## config.mk

```make
export PLATFORM = sky130hd
export DESIGN_NAME = ordered_list_with_value_delete
export DESIGN_NICKNAME = d
export VERILOG_FILES = /design/src/olvd_pkg.sv /design/src/olvd_ram.sv /design/src/ordered_list_with_value_delete.sv
export SDC_FILE = /design/constraint.sdc
export NUM_CORES = 1
export LEC_CHECK = 0
export BUFFER_PORTS_ARGS = -buffer_cell sky130_fd_sc_hd__buf_2
export CAP_MARGIN = 20
export CORE_MARGIN = 2
export CORE_UTILIZATION = 40
export CTS_CLUSTER_SIZE = 40
export DETAILED_ROUTE_END_ITERATION = 8
export PLACE_DENSITY = 0.61
export SLEW_MARGIN = 25
export SYNTH_ARGS = -nofsm -noshare
export SYNTH_HDL_FRONTEND = slang
export SYNTH_SLANG_ARGS = --single-unit
export TNS_END_PERCENT = 100
```

## constraint.sdc

```tcl
create_clock -name clk -period 7.35 [get_ports clk]
set_input_delay 1.8375 -clock clk [delete_from_list [all_inputs] [get_ports clk]]
set_output_delay 1.8375 -clock clk [all_outputs]
set_load 0.005 [all_outputs]
```

## src/olvd_pkg.sv

```systemverilog
`default_nettype none
package olvd_pkg;

  // field widths fixed by the command and result formats
  localparam int MODE_W  = 3;
  localparam int WORD_W  = 32;
  localparam int COUNT_W = 6;

  // command modes
  localparam logic [MODE_W-1:0] MODE_APPEND    = 3'd0;
  localparam logic [MODE_W-1:0] MODE_REM_FRONT = 3'd1;
  localparam logic [MODE_W-1:0] MODE_REM_BACK  = 3'd2;
  localparam logic [MODE_W-1:0] MODE_REM_VALUE = 3'd3;
  localparam logic [MODE_W-1:0] MODE_DUMP      = 3'd4;

  typedef struct packed {
    logic [MODE_W-1:0]        mode;
    logic signed [WORD_W-1:0] value;
  } cmd_t;

  typedef struct packed {
    logic                     done_res;
    logic                     overflow;
    logic [COUNT_W-1:0]       count;
    logic signed [WORD_W-1:0] entry_value;
    logic                     is_empty;
    logic                     last;
  } res_t;

endpackage
`default_nettype wire

```

## src/olvd_ram.sv

```systemverilog
`default_nettype none
module olvd_ram
  import olvd_pkg::*;
#(
  parameter int DEPTH = 32,
  parameter int AW    = 5
) (
  input  wire logic              clk,
  input  wire logic              we,
  input  wire logic [AW-1:0]     waddr,
  input  wire logic [WORD_W-1:0] wdata,
  input  wire logic [AW-1:0]     raddr,
  output logic [WORD_W-1:0]      rdata
);

  logic [WORD_W-1:0] mem [DEPTH];

  // one write port, one registered read port
  always_ff @(posedge clk) begin
    if (we) begin
      mem[waddr] <= wdata;
    end
    rdata <= mem[raddr];
  end

endmodule
`default_nettype wire

```

## src/ordered_list_with_value_delete.sv

```systemverilog
`default_nettype none
// Ordered list of up to CAPACITY signed 32-bit words, front first.
// Command channel: cmd (mode, value) transfers on a rising edge with start
// high and busy low. Result channel: result is valid for exactly one cycle
// while result_strobe is high; the receiver takes it on that edge and cannot
// stall, so results are simply emitted in order.
// Command handling, with n the entry count before the command:
//   append, remove back, unused modes, commands on an empty list, and remove
//   front with n = 1: result in the cycle after the transfer, busy stays low,
//   one command per cycle.
//   remove front with n > 1: busy while the tail moves down one slot per
//   cycle, result in the cycle after the last move.
//   remove first match: busy while entries are scanned one per cycle up to
//   the match, then the entries behind it move down one per cycle.
//   dump: one entry result per cycle, last marked on the final one.
// The scan and the gap close both run through the single read port of the
// list memory, one entry per cycle; the scan uses one word compare.
// Reset empties the list; memory contents are not cleared, since only
// entries below the count are ever used.
module ordered_list_with_value_delete
  import olvd_pkg::*;
#(
  parameter int CAPACITY = 32
) (
  input  wire logic clk,
  input  wire logic rst,
  input  wire logic start,
  input  wire cmd_t cmd,
  output logic      busy,
  output logic      result_strobe,
  output res_t      result
);

  localparam int AW = (CAPACITY > 1) ? $clog2(CAPACITY) : 1;
  localparam int CW = $clog2(CAPACITY + 1);

  typedef enum logic [1:0] {
    IDLE,
    SCAN,
    SHIFT
  } state_t;

  state_t                   state;
  logic [CW-1:0]            cnt;
  logic [CW-1:0]            rd_idx;
  logic [AW-1:0]            chk_idx;
  logic [AW-1:0]            wr_idx;
  logic [MODE_W-1:0]        op_mode;
  logic signed [WORD_W-1:0] op_value;

  logic              mem_we;
  logic [AW-1:0]     mem_waddr;
  logic [WORD_W-1:0] mem_wdata;
  logic [AW-1:0]     mem_raddr;
  logic [WORD_W-1:0] mem_rdata;

  logic [CW-1:0] last_idx;
  logic [CW-1:0] sh_rd;
  logic          chk_last;
  logic          match;
  logic          accept;

  assign busy     = (state != IDLE);
  assign accept   = start && !busy;
  assign last_idx = cnt - CW'(1);
  assign sh_rd    = CW'(wr_idx) + CW'(2);
  assign chk_last = (CW'(chk_idx) == last_idx);
  // shared word compare for the value search
  assign match    = (mem_rdata == op_value);

  function automatic res_t status(input logic d, input logic ovf, input logic [CW-1:0] c);
    res_t r;
    r.done_res    = d;
    r.overflow    = ovf;
    r.count       = COUNT_W'(c);
    r.entry_value = '0;
    r.is_empty    = 1'b0;
    r.last        = 1'b1;
    return r;
  endfunction

  // single marker result for a dump of an empty list
  function automatic res_t empty_res();
    res_t r;
    r          = status(1'b0, 1'b0, '0);
    r.is_empty = 1'b1;
    return r;
  endfunction

  // one entry result of a dump burst
  function automatic res_t entry_res(input logic [WORD_W-1:0] v, input logic l,
                                     input logic [CW-1:0] c);
    res_t r;
    r             = status(1'b0, 1'b0, c);
    r.entry_value = v;
    r.last        = l;
    return r;
  endfunction

  // memory port control
  always_comb begin
    mem_we    = 1'b0;
    mem_waddr = wr_idx;
    mem_wdata = mem_rdata;
    mem_raddr = '0;
    case (state)
      IDLE: begin
        if (cmd.mode == MODE_REM_FRONT) begin
          mem_raddr = AW'(1);
        end
        if (accept && cmd.mode == MODE_APPEND && cnt < CW'(CAPACITY)) begin
          mem_we    = 1'b1;
          mem_waddr = cnt[AW-1:0];
          mem_wdata = cmd.value;
        end
      end
      SCAN: begin
        mem_raddr = rd_idx[AW-1:0];
      end
      SHIFT: begin
        mem_we    = 1'b1;
        mem_raddr = sh_rd[AW-1:0];
      end
      default: begin
        mem_we = 1'b0;
      end
    endcase
  end

  olvd_ram #(
    .DEPTH(CAPACITY),
    .AW   (AW)
  ) u_ram (
    .clk  (clk),
    .we   (mem_we),
    .waddr(mem_waddr),
    .wdata(mem_wdata),
    .raddr(mem_raddr),
    .rdata(mem_rdata)
  );

  // sequencer and result register
  always_ff @(posedge clk) begin
    if (rst) begin
      state         <= IDLE;
      cnt           <= '0;
      result_strobe <= 1'b0;
    end else begin
      result_strobe <= 1'b0;
      case (state)
        IDLE: begin
          if (accept) begin
            op_mode  <= cmd.mode;
            op_value <= cmd.value;
            rd_idx   <= CW'(1);
            chk_idx  <= '0;
            wr_idx   <= '0;
            case (cmd.mode)
              MODE_APPEND: begin
                result_strobe <= 1'b1;
                if (cnt < CW'(CAPACITY)) begin
                  cnt    <= cnt + CW'(1);
                  result <= status(1'b1, 1'b0, cnt + CW'(1));
                end else begin
                  result <= status(1'b0, 1'b1, cnt);
                end
              end
              MODE_REM_FRONT: begin
                if (cnt > CW'(1)) begin
                  state <= SHIFT;
                end else begin
                  result_strobe <= 1'b1;
                  cnt           <= '0;
                  result        <= status(cnt != '0, 1'b0, '0);
                end
              end
              MODE_REM_BACK: begin
                result_strobe <= 1'b1;
                if (cnt != '0) begin
                  cnt    <= last_idx;
                  result <= status(1'b1, 1'b0, last_idx);
                end else begin
                  result <= status(1'b0, 1'b0, cnt);
                end
              end
              MODE_REM_VALUE: begin
                if (cnt != '0) begin
                  state <= SCAN;
                end else begin
                  result_strobe <= 1'b1;
                  result        <= status(1'b0, 1'b0, cnt);
                end
              end
              MODE_DUMP: begin
                if (cnt != '0) begin
                  state <= SCAN;
                end else begin
                  result_strobe <= 1'b1;
                  result        <= empty_res();
                end
              end
              default: begin
                result_strobe <= 1'b1;
                result        <= status(1'b0, 1'b0, cnt);
              end
            endcase
          end
        end
        SCAN: begin
          rd_idx <= rd_idx + CW'(1);
          if (op_mode == MODE_DUMP) begin
            // emit the entry read last cycle
            result_strobe <= 1'b1;
            result        <= entry_res(mem_rdata, chk_last, cnt);
            if (chk_last) begin
              state <= IDLE;
            end else begin
              chk_idx <= chk_idx + AW'(1);
            end
          end else if (match) begin
            if (chk_last) begin
              result_strobe <= 1'b1;
              cnt           <= last_idx;
              result        <= status(1'b1, 1'b0, last_idx);
              state         <= IDLE;
            end else begin
              // the next entry is already being read: close the gap from here
              wr_idx <= chk_idx;
              state  <= SHIFT;
            end
          end else if (chk_last) begin
            result_strobe <= 1'b1;
            result        <= status(1'b0, 1'b0, cnt);
            state         <= IDLE;
          end else begin
            chk_idx <= chk_idx + AW'(1);
          end
        end
        SHIFT: begin
          // entry wr_idx+1 moves into wr_idx
          if (sh_rd == cnt) begin
            result_strobe <= 1'b1;
            cnt           <= last_idx;
            result        <= status(1'b1, 1'b0, last_idx);
            state         <= IDLE;
          end else begin
            wr_idx <= wr_idx + AW'(1);
          end
        end
        default: begin
          state <= IDLE;
        end
      endcase
    end
  end

  // checks on the sequencer
  a_cnt_bound: assert property (@(posedge clk) disable iff (rst)
    cnt <= CW'(CAPACITY))
    else $error("entry count above capacity");

  a_dump_burst: assert property (@(posedge clk) disable iff (rst)
    result_strobe && !result.last |=> result_strobe)
    else $error("dump burst broken before last entry");

  a_empty_last: assert property (@(posedge clk) disable iff (rst)
    result_strobe && result.is_empty |-> result.last && result.count == '0)
    else $error("empty marker without last or with nonzero count");

  a_ovf_full: assert property (@(posedge clk) disable iff (rst)
    result_strobe && result.overflow |-> cnt == CW'(CAPACITY) && !result.done_res)
    else $error("overflow reported on a list that is not full");

  a_shift_in_range: assert property (@(posedge clk) disable iff (rst)
    state == SHIFT |-> CW'(wr_idx) + CW'(2) <= cnt)
    else $error("gap close past the end of the list");

endmodule
`default_nettype wire

```

# ---- After elaboration in Yosys (flattened, before gate mapping)
# Memory sizes are Yosys's and may differ from the RTL's. A register that Yosys moved wholly into a read port is not among the register bits.
# Index checks and enable logic that the tools add are counted.
# Widths: inputs -> output; s select.
dict set report word_totals {
  reg_bits 102
  ramBits 1024
  output_inout_bits 44
  elab_cells 133
  n_memories 1
}
dict set report classes {
  n_addsub 6
  order_cmp 2
  eq_ne 28
  mux 63
  n_bitwise 1
  reduce_logical 18
}
# memory words width rd rd_ports_with_merged_regs wr line_no
set mem_list {}
lappend mem_list {u_ram.mem 32 32 1 1 1 olvd_ram.sv:16} ;# logic [WORD_W-1:0] mem [DEPTH];
# op count
set ops {}
lappend ops {{$mux 42} 11}
lappend ops {{$pmux 42 s5} 1}
lappend ops {{$pmux 42 s3} 1}
lappend ops {{$mux 32} 2}
lappend ops {{$mux 6} 9}
lappend ops {{$mux 5} 10}
lappend ops {{$pmux 6 s3} 2}
lappend ops {{$eq 32x32->1} 1}
lappend ops {{$ne 3x3->1 const B} 10}
lappend ops {{$pmux 5 s3} 2}
lappend ops {{$mux 2} 8}
lappend ops {{$ne 2x2->1 const B} 7}
lappend ops {{$add 6x1->6 const B} 2}
lappend ops {{$pmux 6 s2} 1}
lappend ops {{$add 5x1->5 const B} 2}
lappend ops {{$mux 1} 10}
lappend ops {{$pmux 5 s2} 1}
lappend ops {{$reduce_and 10->1} 1}
lappend ops {{$reduce_and 8->1} 1}
lappend ops {{$reduce_and 7->1} 1}
lappend ops {{$add 5x2->6 const B} 1}
lappend ops {{$eq 3x2->1 const B} 2}
lappend ops {{$eq 3x3->1 const B} 2}
lappend ops {{$eq 5x6->1} 1}
lappend ops {{24 further kinds} 29}

# ---- Depth between registers and ports, before layout
dict set report depth {
  depth_word 9
  ltp_mapped 12
  depth_no_buf 9
}

# ---- Hierarchy
# Synthesis repeated with hierarchy kept, for this count alone.
dict set report unflattened {
  cells_unflattened 2779
  hier_area_um2 46428.3
}
# module instances cells_each area_per_inst_um2 seq_area_each_um2
set by_module_without_submodules {}
lappend by_module_without_submodules {olvd_ram 1 2260 40492.6 31390.1}
lappend by_module_without_submodules {ordered_list_with_value_delete 1 519 5935.7 2942.8}

# ---- Worst setup path before layout
# Ideal clock, no wire load.
dict set report synth_timing {
  path_type {input port to flip-flop}
  from {input port cmd[32] in the netlist's numbering}
  to {register result[0] in the netlist's numbering (enable)}
  setup_time_ns 0.505
  arrival_ns 5.967
  t_required_ns 6.845
  setup_slack_ns 0.878
  cell_stages 6
  n_path_buf 1
  cell_sequence {clkbuf_1 or3b_2 o21ai_0 a311oi_1 o21ai_0 a211oi_1}
}
dict set report synth_between {
  elab_chain_cells 3
}
# element line_no
set synth_rtl {}
lappend synth_rtl {{from (decl)} ordered_list_with_value_delete.sv:28} ;# input wire cmd_t cmd,
lappend synth_rtl {{$eq 3x2->1 (tied with other cells)} ordered_list_with_value_delete.sv:158} ;# case (cmd.mode)
lappend synth_rtl {{$ne 3x3->1 (no line)} --}
lappend synth_rtl {{$reduce_and 8->1 (no line) *} --}
lappend synth_rtl {{to (signal assigned)} ordered_list_with_value_delete.sv:163} ;# result <= status(1'b1, 1'b0, cnt + CW'(1));
lappend synth_rtl {{to (signal assigned)} ordered_list_with_value_delete.sv:165} ;# result <= status(1'b0, 1'b1, cnt);
lappend synth_rtl {{to (signal assigned)} ordered_list_with_value_delete.sv:174} ;# result <= status(cnt != '0, 1'b0, '0);
lappend synth_rtl {{to (decl)} ordered_list_with_value_delete.sv:31} ;# output res_t result
# Every way passes the cells marked *; elsewhere a longest branch is shown, timed or not.
# A chain may end at the register's enable or synchronous reset.

# ---- Worst setup path in the final report
dict set report layout_timing {
  from {input port cmd[32] in the netlist's numbering}
  to {memory u_ram.mem[7][1] (enable)}
}
dict set report layout_between {
  elab_chain_cells 7
}
# element line_no
set layout_rtl {}
lappend layout_rtl {{$logic_not 3->1 *} ordered_list_with_value_delete.sv:111} ;# if (accept && cmd.mode == MODE_APPEND && cnt < CW'(CAPACITY)) begin
lappend layout_rtl {{$logic_and 1x1->1 * (2 in a row)} ordered_list_with_value_delete.sv:111}
lappend layout_rtl {{$mux 1} ordered_list_with_value_delete.sv:111}
lappend layout_rtl {{$pmux 1 s2} ordered_list_with_value_delete.sv:106} ;# case (state)
lappend layout_rtl {{$mux 1} olvd_ram.sv:20} ;# if (we) begin
lappend layout_rtl {{$mux 1 (not written as such)} olvd_ram.sv:21} ;# mem[waddr] <= wdata;
lappend layout_rtl {{to (decl)} olvd_ram.sv:16}
# Marked as above.

==> run_results.csv <==
group,metric,value,unit
status,status,"complete, no violations",
clock_tree,cts_buffer_depth,3,
critical_path,setup.worst_path.start,"cmd[32]",
critical_path,cp_slowest_cell,"nor2_4",
drt,wl,125,mm
global_route,grt.overflow.total,0,
critical_path,cp_max_fo,34,
die,core_area,116000,sq um
cells_and_area,mostFrequentLayoutCells,"edfxtp_1 (1116), nand3_1 (402), mux2i_1 (290)",
timing,slew_headroom,25.6,%
critical_path,required,7700,ps
timing,timing.final.max_slew_violations,0,
clock_tree,cts_root_buf,"clkbuf_16",
die,dieArea,120000,sq um
cells_and_area,stdcell_count,4768,
critical_path,regToRegStartpoint,"state[0]",
yosys,synth-simple-area-share,8.24,%
timing,setup_viol,0,
cells_and_area,final_common_cell,"edfxtp_1",
yosys,synth_top_family_by_area,"simple AND/OR/NAND/NOR gates",
cells_and_area,multiInputGateArea,11800,sq um
clock_tree,clkSinkCount,1157,
timing,setup_tns,0,ps
die,die_h,346,um
run,drv_cap,0,
clock_tree,clk_latency,680,ps
critical_path,critPathKind,"in -> reg",
timing,tightest_slew,1090,ps
critical_path,cp.arrival,5560,ps
yosys,synth_fa_ha_area_share,0.370,%
clock_tree,clk_pin_slew_worst_paths,60,ps
timing,period_needed,5210,ps
drt,viasPerCell,5.81,
place,gp_congestion,0.845,
critical_path,max_stage_delay,730,ps
cells_and_area,final-seq-area,34300,sq um
cells_and_area,final_nets,3201,
yosys,synth_area,46700,sq um
yosys,yosys_warnings,0,
yosys,syn_inst,3071,
critical_path,reg2reg_depth,10,
place,dp.cells,4554,
die,dieWidth,346,um
cells_and_area,fin_util,45.9,%
power_and_ir_drop,vdd_drop_max,0.200,mV
power_and_ir_drop,p_leak,18.3,nW
yosys,synth-compound-area-share,6.90,%
cells_and_area,drive_gt1_share,14.6,%
yosys,synth.distinct_cells,64,
critical_path,timing.rr.end,"u_ram.rdata[29]",
cells_and_area,antenna_cells,0,
cells_and_area,layout-area-overhead-vs-synth,14.1,%
die,initial_core_util,40.3,%
timing,timing.final.crit_share,70.9,%
clock_tree,cts_hold_buf,0,
drt,final_antenna_net_count,0,
place,post-dp-hpwl,77.0,mm
yosys,yosysTopAreaCell,"edfxtp_1",
die,io_pins,82,
yosys,synth_area_leaders,"edfxtp_1 (72%), mux2i_1 (6.2%), nand3_1 (4.3%), o211ai_1 (2.1%), nand2_1 (2.1%)",
drt,avgRoutedWirePerCell,26.2,um
drt,num_vias,27700,
global_route,track_usage,20.5,%
place,port_buffers,81,
power_and_ir_drop,power.density,370,nW/um^2
yosys,synthMuxAreaShare,7.76,%
drt,drtIter0Drc,2945,
clock_tree,postCtsSetupBuffers,0,
yosys,synthArstFlopShare,0,%
yosys,synth_ff_type,"edfxtp_1",
critical_path,reg2reg_slack,2930,ps
timing,fmax,192,MHz
min_path,hold_depth,2,
drt,drc,0,
min_path,holdCritStartpoint,"state[1]",
clock_tree,cts.repair.resized,0,
critical_path,critPathLaunchType,"input pin",
critical_path,cp_cell_sequence,"buf_2, or4_1, nor2_4, buf_4, nand3_1, o21ai_0, nand2_1, nor2_4, buf_4",
yosys,synthesis.nets,3122,
yosys,synth_area_per_cell,15.2,sq um
timing,skew,23.7,ps
clock_tree,ctsHtreeMaxLevel,3,
min_path,hold_class,"reg -> reg",
timing,finalHoldViolations,0,
yosys,synth_xor_xnor_area_share,1.12,%
clock_tree,cts_tree,"yes",
global_route,grt_pass1_wl,183,mm
die,rows,125,
timing,rsz0062_at_grt,"false",
global_route,antenna_found_initial,6,
drt,firstDrtPassIters,5,
global_route,grt_start_max_net_pins,198,
yosys,netlist.area_leader.share,71.7,%
yosys,synth-seq-cells,1157,
yosys,ys_seq_area_share,73.5,%
global_route,grt_pass1_vias,26500,
min_path,min_to,"state[1]",
critical_path,endpoint_kind,"flop",
yosys,synth_edf_count,1116,
clock_tree,numCtsBuffers,115,
cells_and_area,fill_cells,10000,
## worst max-delay path: cells and delay by family
family                 cells  cell delay (ps)
buffers and inverters      3             1130
AND/OR/NAND/NOR            5             2320
AO/OA/AOI/OAI              1              210
## per-layer routing
| metal | up-vias | track usage, % | wire length, um |
|---|---|---|---|
| met1 | 14100 | 28.6 | 52900 |
| met5 | - | 0 | 0 |
| li1 | 12200 | - | - |
| met4 | 0 | 7.04 | 4300 |
| met3 | 206 | 3.15 | 9190 |
| met2 | 1197 | 32.6 | 58600 |
## stage by stage
stage | setup WS [ps] | area (sq um) | hold WS (ps) | power [mW]
5_1_grt | 1970 | 53300 | 607 | 20.4
3_3_place_gp | 1460 | 49300 | 559 | 14.0
4_1_cts | 2170 | 53200 | 572 | 19.8
2_1_floorplan | 878 | 46700 | 513 | 11.7
6_report | 2140 | 53300 | 570 | 19.7
3_5_place_dp | 1480 | 49600 | 556 | 14.1
## cells by family (layout without fill, tap and decap cells)
kind of cell             Yosys count  count (layout)
adder cells (fa/ha/maj)           14              14
flip-flops                      1157            1157
buffers and inverters            237             410
multiplexers                     354             354
AND/OR/NAND/NOR                  823             823
XOR/XNOR                          59              59
AO/OA/AOI/OAI                    427             427
## cell usage after synthesis, types with 34 or more instances
cell type / instances
a31oi_1: 69
buf_2: 54
a22oi_1: 40
buf_1: 39
mux2i_1: 290
nand2_1: 257
a2111oi_0: 34
xnor2_1: 48
mux2_2: 64
nor2_1: 67
clkbuf_1: 120
o211ai_1: 130
dfxtp_1: 41
edfxtp_1: 1116
and2_1: 37
nand3_1: 402
## state kept, by name (all words and copies together) (netlist names)
name	count
u_ram.mem	1024
state	2
cnt	6
result_strobe	1
op_mode	3
rd_idx	5
wr_idx	5
result	42
u_ram.rdata	32
op_value	32
chk_idx	5
## area by class of cell
class | count | area share (%)
sequential | 1157 | 64.4
multi-input combinational | 1677 | 22.1
clock buffer | 160 | 5.93
tap | 1524 | 3.58
timing repair buffer | 182 | 2.94
clock inverter | 51 | 0.925
inverter | 17 | 0.120
## worst max-delay path by stage
stage / end / slack (ps) / cells past startpoint
after floorplan: result[0] / 880 / 6
after global placement: u_ram.mem[6][25] / 1460 / 7
after detailed placement: u_ram.mem[6][0] / 1480 / 9
after CTS: u_ram.mem[7][1] / 2170 / 9
after global routing: u_ram.mem[6][25] / 1970 / 9
final: u_ram.mem[7][1] / 2140 / 9
## power breakdown
part / internal, mW / switching, mW / total (mW)
logic: 1.51 / 3.78 / 5.29
registers: 8.45 / 0.251 / 8.70
clock network: 3.27 / 2.44 / 5.71
total: 13.2 / 6.47 / 19.7
(Power assumes the default switching activity.)
